`src/hdl/sfs_pkg.sv`:
```
// Shared types and constants for the sprite frame sequencer.
package sfs_pkg;

  localparam int unsigned NUM_FRAMES = 64;
  localparam int unsigned TICK_W     = 40;
  localparam int unsigned PACE_W     = 16;
  localparam int unsigned FRAME_W    = 6;
  localparam int unsigned COUNT_W    = 7;
  localparam int unsigned RNG_W      = 7;
  localparam int unsigned EVT_W      = 64;
  localparam int unsigned MOD_W      = 22;
  localparam int unsigned DVS_W      = PACE_W + FRAME_W - 1;
  localparam int unsigned CNT_W      = $clog2(TICK_W);
  localparam int unsigned CFG_IDX_W  = 3;
  localparam int unsigned IN_DATA_W  = 48;
  localparam int unsigned OUT_DATA_W = 16;

  typedef enum logic [CFG_IDX_W-1:0] {
    CFG_FIRST      = 3'd0,
    CFG_LAST       = 3'd1,
    CFG_PACE       = 3'd2,
    CFG_CONTINUOUS = 3'd3,
    CFG_FINAL_EN   = 3'd4,
    CFG_EVENTS     = 3'd5
  } cfg_idx_e;

  typedef struct packed {
    logic [FRAME_W-1:0] first;
    logic [FRAME_W-1:0] last;
    logic [PACE_W-1:0]  pace;
    logic               continuous;
    logic               final_en;
    logic [EVT_W-1:0]   events;
    logic               clr_final;
    logic [EVT_W-1:0]   clr_fired;
  } cfg_t;

endpackage

```
`src/hdl/sfs_cfg_regs.sv`:
```
// Configuration register file with flag-clear strobes.
module sfs_cfg_regs import sfs_pkg::*; (
  input  logic                 clk_i,
  input  logic                 rst_ni,
  input  logic                 cfg_valid_i,
  output logic                 cfg_ready_o,
  input  logic [CFG_IDX_W-1:0] cfg_index_i,
  input  logic [EVT_W-1:0]     cfg_data_i,
  output cfg_t                 cfg_o
);

  logic [FRAME_W-1:0] first_q, last_q;
  logic [PACE_W-1:0]  pace_q;
  logic               cont_q, fin_en_q;
  logic [EVT_W-1:0]   events_q;
  logic               wr;

  assign cfg_ready_o = 1'b1;
  assign wr = cfg_valid_i & cfg_ready_o;

  always_ff @(posedge clk_i or negedge rst_ni) begin
    if (!rst_ni) begin
      first_q  <= '0;
      last_q   <= FRAME_W'(NUM_FRAMES - 1);
      pace_q   <= PACE_W'(1);
      cont_q   <= 1'b1;
      fin_en_q <= 1'b0;
      events_q <= '0;
    end else if (wr) begin
      case (cfg_index_i)
        CFG_FIRST:      first_q  <= cfg_data_i[FRAME_W-1:0];
        CFG_LAST:       last_q   <= cfg_data_i[FRAME_W-1:0];
        CFG_PACE:       pace_q   <= cfg_data_i[PACE_W-1:0];
        CFG_CONTINUOUS: cont_q   <= cfg_data_i[0];
        CFG_FINAL_EN:   fin_en_q <= cfg_data_i[0];
        CFG_EVENTS:     events_q <= cfg_data_i;
        default: ;
      endcase
    end
  end

  always_comb begin
    cfg_o            = '0;
    cfg_o.first      = first_q;
    cfg_o.last       = last_q;
    cfg_o.pace       = pace_q;
    cfg_o.continuous = cont_q;
    cfg_o.final_en   = fin_en_q;
    cfg_o.events     = events_q;
    cfg_o.clr_final  = wr && (cfg_index_i == CFG_FINAL_EN);
    cfg_o.clr_fired  = (wr && (cfg_index_i == CFG_EVENTS)) ? cfg_data_i : '0;
  end

endmodule

```
`src/hdl/sfs_div_unit.sv`:
```
// Iterative modulo then divide on one shared subtractor.
module sfs_div_unit import sfs_pkg::*; (
  input  logic               clk_i,
  input  logic               rst_ni,
  input  logic               start_i,
  input  logic [TICK_W-1:0]  ticks_i,
  input  logic [PACE_W-1:0]  pace_i,
  input  logic [RNG_W-1:0]   range_i,
  output logic               done_o,
  output logic [FRAME_W-1:0] quot_o
);

  localparam logic [1:0] S_IDLE = 2'd0;
  localparam logic [1:0] S_MUL  = 2'd1;
  localparam logic [1:0] S_MOD  = 2'd2;
  localparam logic [1:0] S_DIV  = 2'd3;

  logic [1:0]              st_q;
  logic [CNT_W-1:0]        cnt_q;
  logic                    done_q;
  logic [TICK_W-1:0]       ticks_q;
  logic [PACE_W-1:0]       pace_q;
  logic [RNG_W-1:0]        rng_q;
  logic [MOD_W-1:0]        mod_q, rem_q, next_rem;
  logic [DVS_W-1:0]        dvs_q;
  logic [FRAME_W-1:0]      quot_q;
  logic [PACE_W+RNG_W-1:0] prod;
  logic [MOD_W:0]          sub_a, sub_b;
  logic [MOD_W+1:0]        diff;
  logic                    borrow;

  assign prod = pace_q * rng_q;

  // shared compare/subtract
  always_comb begin
    if (st_q == S_MOD) begin
      sub_a = {rem_q, ticks_q[TICK_W-1]};
      sub_b = {1'b0, mod_q};
    end else begin
      sub_a = {1'b0, rem_q};
      sub_b = (MOD_W+1)'(dvs_q);
    end
    diff     = {1'b0, sub_a} - {1'b0, sub_b};
    borrow   = diff[MOD_W+1];
    next_rem = borrow ? sub_a[MOD_W-1:0] : diff[MOD_W-1:0];
  end

  always_ff @(posedge clk_i or negedge rst_ni) begin
    if (!rst_ni) begin
      st_q   <= S_IDLE;
      cnt_q  <= '0;
      done_q <= 1'b0;
    end else begin
      done_q <= (st_q == S_DIV) && (cnt_q == '0);
      case (st_q)
        S_IDLE: if (start_i) st_q <= S_MUL;
        S_MUL: begin
          cnt_q <= CNT_W'(TICK_W - 1);
          st_q  <= S_MOD;
        end
        S_MOD: begin
          if (cnt_q == '0) begin
            cnt_q <= CNT_W'(FRAME_W - 1);
            st_q  <= S_DIV;
          end else begin
            cnt_q <= cnt_q - CNT_W'(1);
          end
        end
        S_DIV: begin
          if (cnt_q == '0) begin
            st_q <= S_IDLE;
          end else begin
            cnt_q <= cnt_q - CNT_W'(1);
          end
        end
        default: st_q <= S_IDLE;
      endcase
    end
  end

  always_ff @(posedge clk_i) begin
    case (st_q)
      S_IDLE: begin
        if (start_i) begin
          ticks_q <= ticks_i;
          pace_q  <= pace_i;
          rng_q   <= range_i;
        end
      end
      S_MUL: begin
        mod_q <= prod[MOD_W-1:0];
        rem_q <= '0;
        dvs_q <= {pace_q, (FRAME_W-1)'(0)};
      end
      S_MOD: begin
        rem_q   <= next_rem;
        ticks_q <= ticks_q << 1;
      end
      S_DIV: begin
        rem_q  <= next_rem;
        quot_q <= {quot_q[FRAME_W-2:0], ~borrow};
        dvs_q  <= dvs_q >> 1;
      end
      default: ;
    endcase
  end

  assign done_o = done_q;
  assign quot_o = quot_q;

endmodule

```
`src/hdl/sprite_frame_sequencer.sv`:
```
// Sprite frame sequencer top level: item control, event flags, output register.
//
//  channel  | direction | words
//  s_axis   | in        | tuser: opcode; tdata: elapsed_ticks, frame_count
//  m_axis   | out       | tdata: updated, frame_index, flags
//  cfg      | in        | register index and write data
//
// A tick item runs one multiply, one modulo step per tick bit and six divide
// steps; the modulo and divide steps share one subtractor.
// Restore, suspended and error items skip the divider and go straight to the output stage.
// One item at a time; s_axis_tready is low until the result is in the output register.
// The output register holds a word while m_axis_tready is low.
// Reset clears flags, state and configuration to their defaults.
module sprite_frame_sequencer import sfs_pkg::*; (
  input  logic                  clk_i,
  input  logic                  rst_ni,
  input  logic                  s_axis_tvalid,
  output logic                  s_axis_tready,
  // [39:0] elapsed_ticks, [46:40] frame_count
  input  logic [IN_DATA_W-1:0]  s_axis_tdata,
  // [0] opcode
  input  logic                  s_axis_tuser,
  output logic                  m_axis_tvalid,
  input  logic                  m_axis_tready,
  // [0] updated, [6:1] frame_index, [7] event_hit, [8] final_event,
  // [9] now_suspended, [10] range_error
  output logic [OUT_DATA_W-1:0] m_axis_tdata,
  input  logic                  cfg_valid_i,
  output logic                  cfg_ready_o,
  input  logic [CFG_IDX_W-1:0]  cfg_index_i,
  input  logic [EVT_W-1:0]      cfg_data_i
);

  localparam logic [1:0] ST_IDLE = 2'd0;
  localparam logic [1:0] ST_CALC = 2'd1;
  localparam logic [1:0] ST_EMIT = 2'd2;

  localparam logic [1:0] KIND_TICK    = 2'd0;
  localparam logic [1:0] KIND_RESTORE = 2'd1;
  localparam logic [1:0] KIND_HOLD    = 2'd2;
  localparam logic [1:0] KIND_ERROR   = 2'd3;

  cfg_t cfg;

  logic [1:0]            state_q;
  logic [1:0]            kind_q, kind_c;
  logic [FRAME_W-1:0]    last_q, last_c;
  logic                  susp_q, susp_d;
  logic                  fin_rep_q, fin_rep_d;
  logic [EVT_W-1:0]      fired_q, fired_d;
  logic                  m_valid_q;
  logic [OUT_DATA_W-1:0] m_data_q;

  logic                  s_fire, out_free, emit;
  logic [COUNT_W-1:0]    in_count, cnt_clamp;
  logic                  err_c;
  logic [RNG_W-1:0]      rng_c;
  logic [PACE_W-1:0]     pace_c;
  logic                  div_done;
  logic [FRAME_W-1:0]    div_quot, frame;
  logic                  upd, hit, fin, err, at_last;
  logic [OUT_DATA_W-1:0] res;

  sfs_cfg_regs u_cfg (
    .clk_i       (clk_i),
    .rst_ni      (rst_ni),
    .cfg_valid_i (cfg_valid_i),
    .cfg_ready_o (cfg_ready_o),
    .cfg_index_i (cfg_index_i),
    .cfg_data_i  (cfg_data_i),
    .cfg_o       (cfg)
  );

  assign s_axis_tready = (state_q == ST_IDLE);
  assign s_fire        = s_axis_tvalid & s_axis_tready;
  assign out_free      = ~m_valid_q | m_axis_tready;
  assign emit          = (state_q == ST_EMIT) & out_free;

  // range set-up at accept
  always_comb begin
    in_count  = s_axis_tdata[TICK_W+COUNT_W-1:TICK_W];
    cnt_clamp = (in_count > COUNT_W'(NUM_FRAMES)) ? COUNT_W'(NUM_FRAMES) : in_count;
    if (cnt_clamp <= {1'b0, cfg.last}) begin
      last_c = FRAME_W'(cnt_clamp - COUNT_W'(1));
    end else begin
      last_c = cfg.last;
    end
    err_c  = (cnt_clamp == '0) || (cfg.first > last_c);
    rng_c  = {1'b0, last_c} - {1'b0, cfg.first} + RNG_W'(1);
    pace_c = (cfg.pace == '0) ? PACE_W'(1) : cfg.pace;
    if (s_axis_tuser) begin
      kind_c = KIND_RESTORE;
    end else if (susp_q) begin
      kind_c = KIND_HOLD;
    end else if (err_c) begin
      kind_c = KIND_ERROR;
    end else begin
      kind_c = KIND_TICK;
    end
  end

  sfs_div_unit u_div (
    .clk_i   (clk_i),
    .rst_ni  (rst_ni),
    .start_i (s_fire && (kind_c == KIND_TICK)),
    .ticks_i (s_axis_tdata[TICK_W-1:0]),
    .pace_i  (pace_c),
    .range_i (rng_c),
    .done_o  (div_done),
    .quot_o  (div_quot)
  );

  // result and flag update
  always_comb begin
    frame     = cfg.first + div_quot;
    at_last   = (frame >= last_q);
    upd       = 1'b0;
    hit       = 1'b0;
    fin       = 1'b0;
    err       = 1'b0;
    susp_d    = susp_q;
    fin_rep_d = fin_rep_q;
    fired_d   = fired_q & ~cfg.clr_fired;
    if (cfg.clr_final) fin_rep_d = 1'b0;
    case (kind_q)
      KIND_RESTORE: begin
        susp_d    = 1'b0;
        fin_rep_d = 1'b0;
        fired_d   = '0;
      end
      KIND_HOLD:  ;
      KIND_ERROR: err = 1'b1;
      KIND_TICK: begin
        upd     = 1'b1;
        hit     = cfg.events[frame] & ~fired_q[frame];
        fired_d = fired_q | (EVT_W'(hit) << frame);
        if (at_last) begin
          fired_d = '0;
          if (!cfg.continuous) begin
            fin       = cfg.final_en & ~fin_rep_q;
            fin_rep_d = fin_rep_q | fin;
            susp_d    = 1'b1;
          end
        end
      end
      default: ;
    endcase
    res = OUT_DATA_W'({err, susp_d, fin, hit, upd ? frame : FRAME_W'(0), upd});
  end

  always_ff @(posedge clk_i or negedge rst_ni) begin
    if (!rst_ni) begin
      state_q   <= ST_IDLE;
      kind_q    <= KIND_TICK;
      susp_q    <= 1'b0;
      fin_rep_q <= 1'b0;
      fired_q   <= '0;
      m_valid_q <= 1'b0;
    end else begin
      if (emit) begin
        m_valid_q <= 1'b1;
      end else if (m_axis_tready) begin
        m_valid_q <= 1'b0;
      end
      case (state_q)
        ST_IDLE: begin
          fired_q <= fired_q & ~cfg.clr_fired;
          if (cfg.clr_final) fin_rep_q <= 1'b0;
          if (s_fire) begin
            kind_q  <= kind_c;
            state_q <= (kind_c == KIND_TICK) ? ST_CALC : ST_EMIT;
          end
        end
        ST_CALC: if (div_done) state_q <= ST_EMIT;
        ST_EMIT: begin
          if (emit) begin
            susp_q    <= susp_d;
            fin_rep_q <= fin_rep_d;
            fired_q   <= fired_d;
            state_q   <= ST_IDLE;
          end
        end
        default: state_q <= ST_IDLE;
      endcase
    end
  end

  always_ff @(posedge clk_i) begin
    if (s_fire) last_q <= last_c;
    if (emit) m_data_q <= res;
  end

  assign m_axis_tvalid = m_valid_q;
  assign m_axis_tdata  = m_data_q;

endmodule

```
`config.mk`:
```
export PLATFORM = sky130hd
export DESIGN_NAME = sprite_frame_sequencer
export DESIGN_NICKNAME = d
export VERILOG_FILES = /design/src/hdl/sfs_pkg.sv /design/src/hdl/sfs_cfg_regs.sv /design/src/hdl/sfs_div_unit.sv /design/src/hdl/sprite_frame_sequencer.sv
export SDC_FILE = /design/constraint.sdc
export NUM_CORES = 1
export LEC_CHECK = 0
export BUFFER_PORTS_ARGS = -buffer_cell sky130_fd_sc_hd__buf_2
export CAP_MARGIN = 25
export CORE_MARGIN = 2
export CORE_UTILIZATION = 60
export CTS_CLUSTER_SIZE = 25
export DETAILED_ROUTE_END_ITERATION = 6
export HOLD_SLACK_MARGIN = 0.08
export PLACE_DENSITY = 0.79
export SLEW_MARGIN = 20
export SYNTH_ARGS = -nofsm -noshare
export SYNTH_HDL_FRONTEND = slang
export SYNTH_HIERARCHICAL = 1
export SYNTH_SLANG_ARGS = --single-unit
```
`constraint.sdc`:
```
create_clock -name clk_i -period 6.2 [get_ports clk_i]
set_input_delay 0.31 -clock clk_i [delete_from_list [all_inputs] [get_ports clk_i]]
set_output_delay 0.31 -clock clk_i [all_outputs]
set_load 0.1 [all_outputs]
```
=== Word-level counts from Yosys, hierarchy flattened ===
Cells that the tools add are included.

* Eq/ne operators: 19
* Div/mod/pow operators: 0
* Magnitude comparators: 5
* Mux-type cells: 46
* Shift operators: 1
* Reduce and logical (&&, ||, !) cells: 35
* Multipliers: 1
* Bitwise operators: 15
* $add $sub $neg: 6

{| class="wikitable"
|+ Operators with widths
! cell !! number
|-
| case mux 64 bit (2 select lines) || 2
|-
| 2-to-1 mux 64 bit || 3
|-
| case mux 40 bit (2 select lines) || 1
|-
| bitwise AND 64 bit || 1
|-
| NOT 64 bit || 1
|-
| OR 64 bit || 1
|-
| << shifter 1 x 6 -> 64 bit || 1
|-
| 2-to-1 mux 22 bit || 2
|-
| case mux 22 bit (2 select lines) || 1
|-
| case mux 21 bit (2 select lines) || 1
|-
| 2-to-1 mux 40 bit || 1
|-
| AND reduction 2 bit || 12
|-
| subtractor 23 x 22 -> 24 bit || 1
|-
| 2-to-1 mux 23 bit || 1
|-
| multiplier 16 x 7 -> 22 bit || 1
|-
| 2-to-1 mux 2 bit || 10
|-
| 2-to-1 mux 6 bit || 3
|-
| case mux 6 bit (3 select lines) || 1
|-
| zero test 16 bit || 1
|-
| binary-select mux 1 bit (select 6 bit) || 2
|-
| 2-to-1 mux 1 bit || 12
|-
| subtractor 6 x 1 -> 6 bit, second input constant || 2
|-
| nonzero test 2 bit || 5
|-
| equality test 2 bit, second input constant || 4
|-
| 31 further kinds || 58
|}

* Bits in latches: 0
* Bits of input ports: 121
* Flip-flop bits (word level): 325
* Output and inout port bits: 19
* Memories kept: 0
* Bits in writable memories: 0
* Bits in read-only memories: 0

=== Depth between registers and ports, before layout ===
* Depth in word-level cells: 13
* Gate-level depth with buffers: 21
* Mapped depth without buffers: 19

=== Hierarchy ===
The synthesis kept the hierarchy.

{| class="wikitable"
|+ Modules (own cells, without submodules)
! module !! area each (um^2) !! cells each !! times used
|-
| sfs_div_unit || 10,623.9 || 926 || 1
|-
| sprite_frame_sequencer || 6,312.3 || 694 || 1
|-
| sfs_cfg_regs || 4,113.9 || 280 || 1
|}

=== Least setup slack after synthesis ===
OpenSTA, ideal clock, no wires.

* Path type: input to register
* From: input s_axis_tdata[46]
* To: register u_div.ticks_q[0], enable pin
* Slack: 0.719 ns
* Stages: 19
* Path buffers: 2
* Data required time: 5.804 ns
* Arrival: 5.085 ns
* Cell sequence: clkbuf_1 nand2b_1 inv_1 ha_1 nor2b_1 o21a_1 o21a_1 o21ai_0 a21oi_1 buf_1 mux2_2 ha_1 nand2_1 o32a_1 o21ai_0 nand3b_1 nor2_1 and2_1 a21o_1

* Longest elaborated chain between the ends: 13

{| class="wikitable"
|+ Ends and longest elaborated chain
! what !! RTL line !! source
|-
| start: declaration || sprite_frame_sequencer.sv:20 || <nowiki>input logic [IN_DATA_W-1:0] s_axis_tdata,</nowiki>
|-
| greater-than comparator 7 bit || sprite_frame_sequencer.sv:82 || <nowiki>cnt_clamp = (in_count > COUNT_W'(NUM_FRAMES)) ? COUNT_W'(NUM_FRAMES) : in_count;</nowiki>
|-
| 2-to-1 mux 7 bit (*) || sprite_frame_sequencer.sv:82 ||
|-
| subtractor 6 x 1 -> 6 bit / <= comparator 7 x 6 -> 1 bit (equally long branches) || sprite_frame_sequencer.sv:84, sprite_frame_sequencer.sv:83 ||
|-
| 2-to-1 mux 6 bit (*) || sprite_frame_sequencer.sv:83 || <nowiki>if (cnt_clamp <= {1'b0, cfg.last}) begin</nowiki>
|-
| named net last_c[3] || sprite_frame_sequencer.sv:47 || <nowiki>logic [FRAME_W-1:0] last_q, last_c;</nowiki>
|-
| greater-than comparator 6 bit (*) || sprite_frame_sequencer.sv:88 || <nowiki>err_c = (cnt_clamp == '0) || (cfg.first > last_c);</nowiki>
|-
| logical OR 1 bit (*) || sprite_frame_sequencer.sv:88 ||
|-
| 2-to-1 mux 2 bit (*) || sprite_frame_sequencer.sv:95 || <nowiki>end else if (err_c) begin</nowiki>
|-
| 2-to-1 mux 2 bit (*) || sprite_frame_sequencer.sv:93 || <nowiki>end else if (susp_q) begin</nowiki>
|-
| 2-to-1 mux 2 bit (*) || sprite_frame_sequencer.sv:91 || <nowiki>if (s_axis_tuser) begin</nowiki>
|-
| zero test 2 bit (*) || sprite_frame_sequencer.sv:105 || <nowiki>.start_i (s_fire && (kind_c == KIND_TICK)),</nowiki>
|-
| logical AND 1 bit (*) || sprite_frame_sequencer.sv:105 ||
|-
| != test 2 x 1 -> 1 bit (no line) (*) || -- ||
|-
| AND reduction 2 bit (no line) (*) || -- ||
|-
| end signal: assignment || sfs_div_unit.sv:85 || <nowiki>ticks_q <= ticks_i;</nowiki>
|-
| end signal: assignment || sfs_div_unit.sv:97 || <nowiki>ticks_q <= ticks_q << 1;</nowiki>
|-
| end: declaration || sfs_div_unit.sv:21 || <nowiki>logic [TICK_W-1:0] ticks_q;</nowiki>
|}

The timed path passes the listed nets; every way through them passes the cells marked *.
A chain may end at the register's enable or synchronous reset.

=== Final worst setup path ===
* From: register u_div.rng_q[3]
* To: register u_div.mod_q[18] (data pin)

* Longest elaborated chain between the ends: 1

{| class="wikitable"
|+ Ends and longest elaborated chain
! what !! RTL line !! source
|-
| start: declaration || sfs_div_unit.sv:23 || <nowiki>logic [RNG_W-1:0] rng_q;</nowiki>
|-
| start signal: assignment || sfs_div_unit.sv:87 || <nowiki>rng_q <= range_i;</nowiki>
|-
| multiplier 16 x 7 -> 22 bit || sfs_div_unit.sv:32 || <nowiki>assign prod = pace_q * rng_q;</nowiki>
|-
| named net u_div.prod[18] || sfs_div_unit.sv:27 || <nowiki>logic [PACE_W+RNG_W-1:0] prod;</nowiki>
|-
| end signal: assignment || sfs_div_unit.sv:91 || <nowiki>mod_q <= prod[MOD_W-1:0];</nowiki>
|-
| end: declaration || sfs_div_unit.sv:24 || <nowiki>logic [MOD_W-1:0] mod_q, rem_q, next_rem;</nowiki>
|}

The timed path passes the listed nets, and every way through them passes these cells.

==> flow_metrics.tcl <==
set metrics [dict create \
    outcome "completed" \
    n_fill_cell 2488 \
    yosysMostFrequentCell "dfrtp_1" \
    rsz0062_at_grt "no" \
    slowest_delay_ns 0.61 \
    vdd_ir_drop_max_uv 428 \
    die_y_um 191 \
    dp_slack_ns 0.622 \
    clk_pin_slew_ns 0.06 \
    routabilityCongestion 0.921 \
    path_max_fanout 16 \
    start_util 0.609 \
    dp_hpwl_um 32400 \
    synthArstFlopShare 0.535 \
    critPathKind "flop to flop" \
    grt_pass1_vias 15524 \
    post-cts-setup-buffers 0 \
    max-slew-margin-rel 0.372 \
    synth_edf_count 151 \
    cts_root_buf "clkbuf_16" \
    fmax_ghz 0.191 \
    grt_max_degree 102 \
    netlist.area_leader.share 0.215 \
    drt_wl_total_um 47400 \
    fin_crit_ns 5.22 \
    cts_made_buffers 35 \
    rows 68 \
    worstSkewPairLatency_ns 0.54 \
    synth_ff_type "dfrtp_1" \
    synth-seq-area-share 0.423 \
    synthToLayoutAreaGrowth_pct 13.4 \
    setup_tns_ns 0 \
    first_iter_violations 1145 \
    core-area_um2 34500 \
    synth_commonest_cells "dfrtp_1 (166), mux2_2 (165), and2_1 (154)" \
    syn_area_um2 21100 \
    port_buffers 132 \
    diodes 0 \
    io_pins 140 \
    yosys.area.top_type "edfxtp_1" \
    fp.dieW_um 191 \
    viasPerCell 5.91 \
    seqCellArea_um2 8900 \
    hold_viol 0 \
    required_ns 6.47 \
    netlist_instances 1900 \
    power_leakage_nw 10.3 \
    cts_buffer_depth 3 \
    design_power_total_mw 12.6 \
    nets 2358 \
    track_usage 0.261 \
    fin_crit_sh 0.843 \
    finalSetupViolations 0 \
    power_density_nw_per_um2 528 \
    worst_slack_ns 0.975 \
    synth_area_leaders "edfxtp_1 (22%), dfrtp_1 (20%), mux2_2 (8.8%)" \
    yosys_warnings 6 \
    ys_types 95 \
    fp.dieArea_um2 36600 \
    final_core_util 0.691 \
    cap_viol_max_count 0 \
    crit_chain "and2_1 > fa_1 > inv_1 > fa_1 > inv_1 > fa_1 > inv_1 > fa_1 > inv_1 > ha_1 > o21ai_0 > o21bai_1 > a21oi_2 > a22oi_1 > a2111oi_0 > o31ai_1 > xor2_1" \
    grt_overflow_total 0 \
    crit_family "adder cells" \
    antenna_left 0 \
    crit_buf_inv 4 \
    tightestPinTransition_ns 0.942 \
    grt_pass1_wl_um 76800 \
    drv_slew 0 \
    synth.avg_cell_area_um2 11.1 \
    critical_path.endpoint_type "flop" \
    cpMaxStageDelayCell "a2111oi_0" \
    drive_gt1_frac 0.209 \
    cts.sinks 325 \
    antenna_found_initial 0 \
    ys_seq_elements 325 \
    startpoint_type "flop" \
    tritoncts "yes" \
    drcViolationCount 0 \
    multiInputGateArea_um2 11000 \
    wl_per_cell_um 18.6 \
    skew_ns 0.0118 \
    worstPathArrival_ns 5.50 \
    htree_levels 2 \
    hold_class "input port to flop" \
    dr.pass1.iters 5 \
    dr_total_vias 15042 \
]
[area by class of cell]
| cell class | count | share of cell area |
|---|---|---|
| clock buffer | 46 | 0.0401 |
| clock inverter | 18 | 0.00639 |
| timing repair buffer | 235 | 0.0716 |
| multi-input combinational | 1320 | 0.462 |
| tap | 455 | 0.0238 |
| sequential | 325 | 0.373 |
| inverter | 147 | 0.0231 |
[state kept, by name (all words and copies together) (netlist names), 7 cells and up]
register        cells
fired_q            64
u_cfg/events_q     64
u_div/ticks_q      40
u_div/mod_q        22
u_div/rem_q        22
u_div/dvs_q        21
u_cfg/pace_q       16
u_div/pace_q       16
m_axis_tdata       11
u_div/rng_q         7
[per-stage QoR]
stage | instance area (um^2) | hold slack [ns] | std cells
finish | 23900 | 0.0874 | 2546
global route | 23900 | 0.0803 | 2546
CTS | 23800 | 0.0804 | 2542
detailed placement | 21800 | 0.445 | 2392
global placement | 21800 | 0.449 | 2392
floorplan | 21100 | 0.0144 | 1904
[worst register-to-register path: stages (launching register included)]
cell and delay (ns):
edfxtp_1 0.60, and2_1 0.26, fa_1 0.53, inv_1 0.05, fa_1 0.47, inv_1 0.05
fa_1 0.53, inv_1 0.05, fa_1 0.52, inv_1 0.04, ha_1 0.34, o21ai_0 0.10
o21bai_1 0.10, a21oi_2 0.21, a22oi_1 0.17, a2111oi_0 0.61, o31ai_1 0.16, xor2_1 0.16
[kinds of logic (layout without fill, tap and decap cells)]
logic type / Yosys count / in the layout / synth area share
fa+ha+maj: 174 / 174 / 0.129
buf+inv: 259 / 446 / 0.0553
compound gates: 308 / 308 / 0.112
simple gates: 570 / 570 / 0.146
flops: 325 / 325 / 0.423
mux: 214 / 214 / 0.115
other cells: 2 / 6 / 0.000357
xor+xnor: 48 / 48 / 0.0203
[routing by layer]
layer / GRT usage / wire length, um / up-vias
met4: 0.0938 / 1440 / 0
met5: 0 / 0 / -
met3: 0.0351 / 2420 / 99
met2: 0.465 / 23900 / 430
met1: 0.325 / 19700 / 7421
li1: - / - / 7092
[worst paths after layout]
check	startpoint	to	slack, ns	depth (start not counted)
max	u_div/rng_q[3]$_DFFE_PP_	u_div/mod_q[18]$_DFFE_PP_	0.98	17
min	s_axis_tdata[29]	u_div/ticks_q[29]$_DFFE_PP_	0.09	2
max reg2reg	u_div/rng_q[3]$_DFFE_PP_	u_div/mod_q[18]$_DFFE_PP_	0.98	17
min reg2reg	u_div/quot_o[2]$_DFFE_PP_	u_div/quot_o[3]$_DFFE_PP_	0.47	0
max in group asynchronous	rst_ni	u_cfg/events_q[20]$_DFFE_PN0P_	4.92	4
min in group asynchronous	rst_ni	u_cfg/events_q[53]$_DFFE_PN0P_	0.26	2
[power breakdown]
| part | switching, mW | leakage, nW | total (mW) | internal (mW) |
|---|---|---|---|---|
| clock | 0.874 | 0.549 | 2.05 | 1.18 |
| combinational | 4.36 | 6.14 | 7.12 | 2.76 |
| sequential | 0.305 | 3.64 | 3.44 | 3.13 |
[placed cells by master (no fill, tap or decap), types with 63 or more instances in the layout]
cell	n
nand2_1	117
inv_1	145
ha_1	100
fa_1	71
buf_2	131
o22a_1	63
edfxtp_1	151
nor2_1	123
and2_1	154
dfrtp_1	166
mux2_2	165
dlygate4sd3_1	86
[repair_timing]
action,in CTS,in global routing
gates resized for setup,0,0
hold buffers,86,0
hold endpoints to repair,187,0
setup endpoints to repair,0,0
Note: power is estimated with default switching activity, not from simulation.
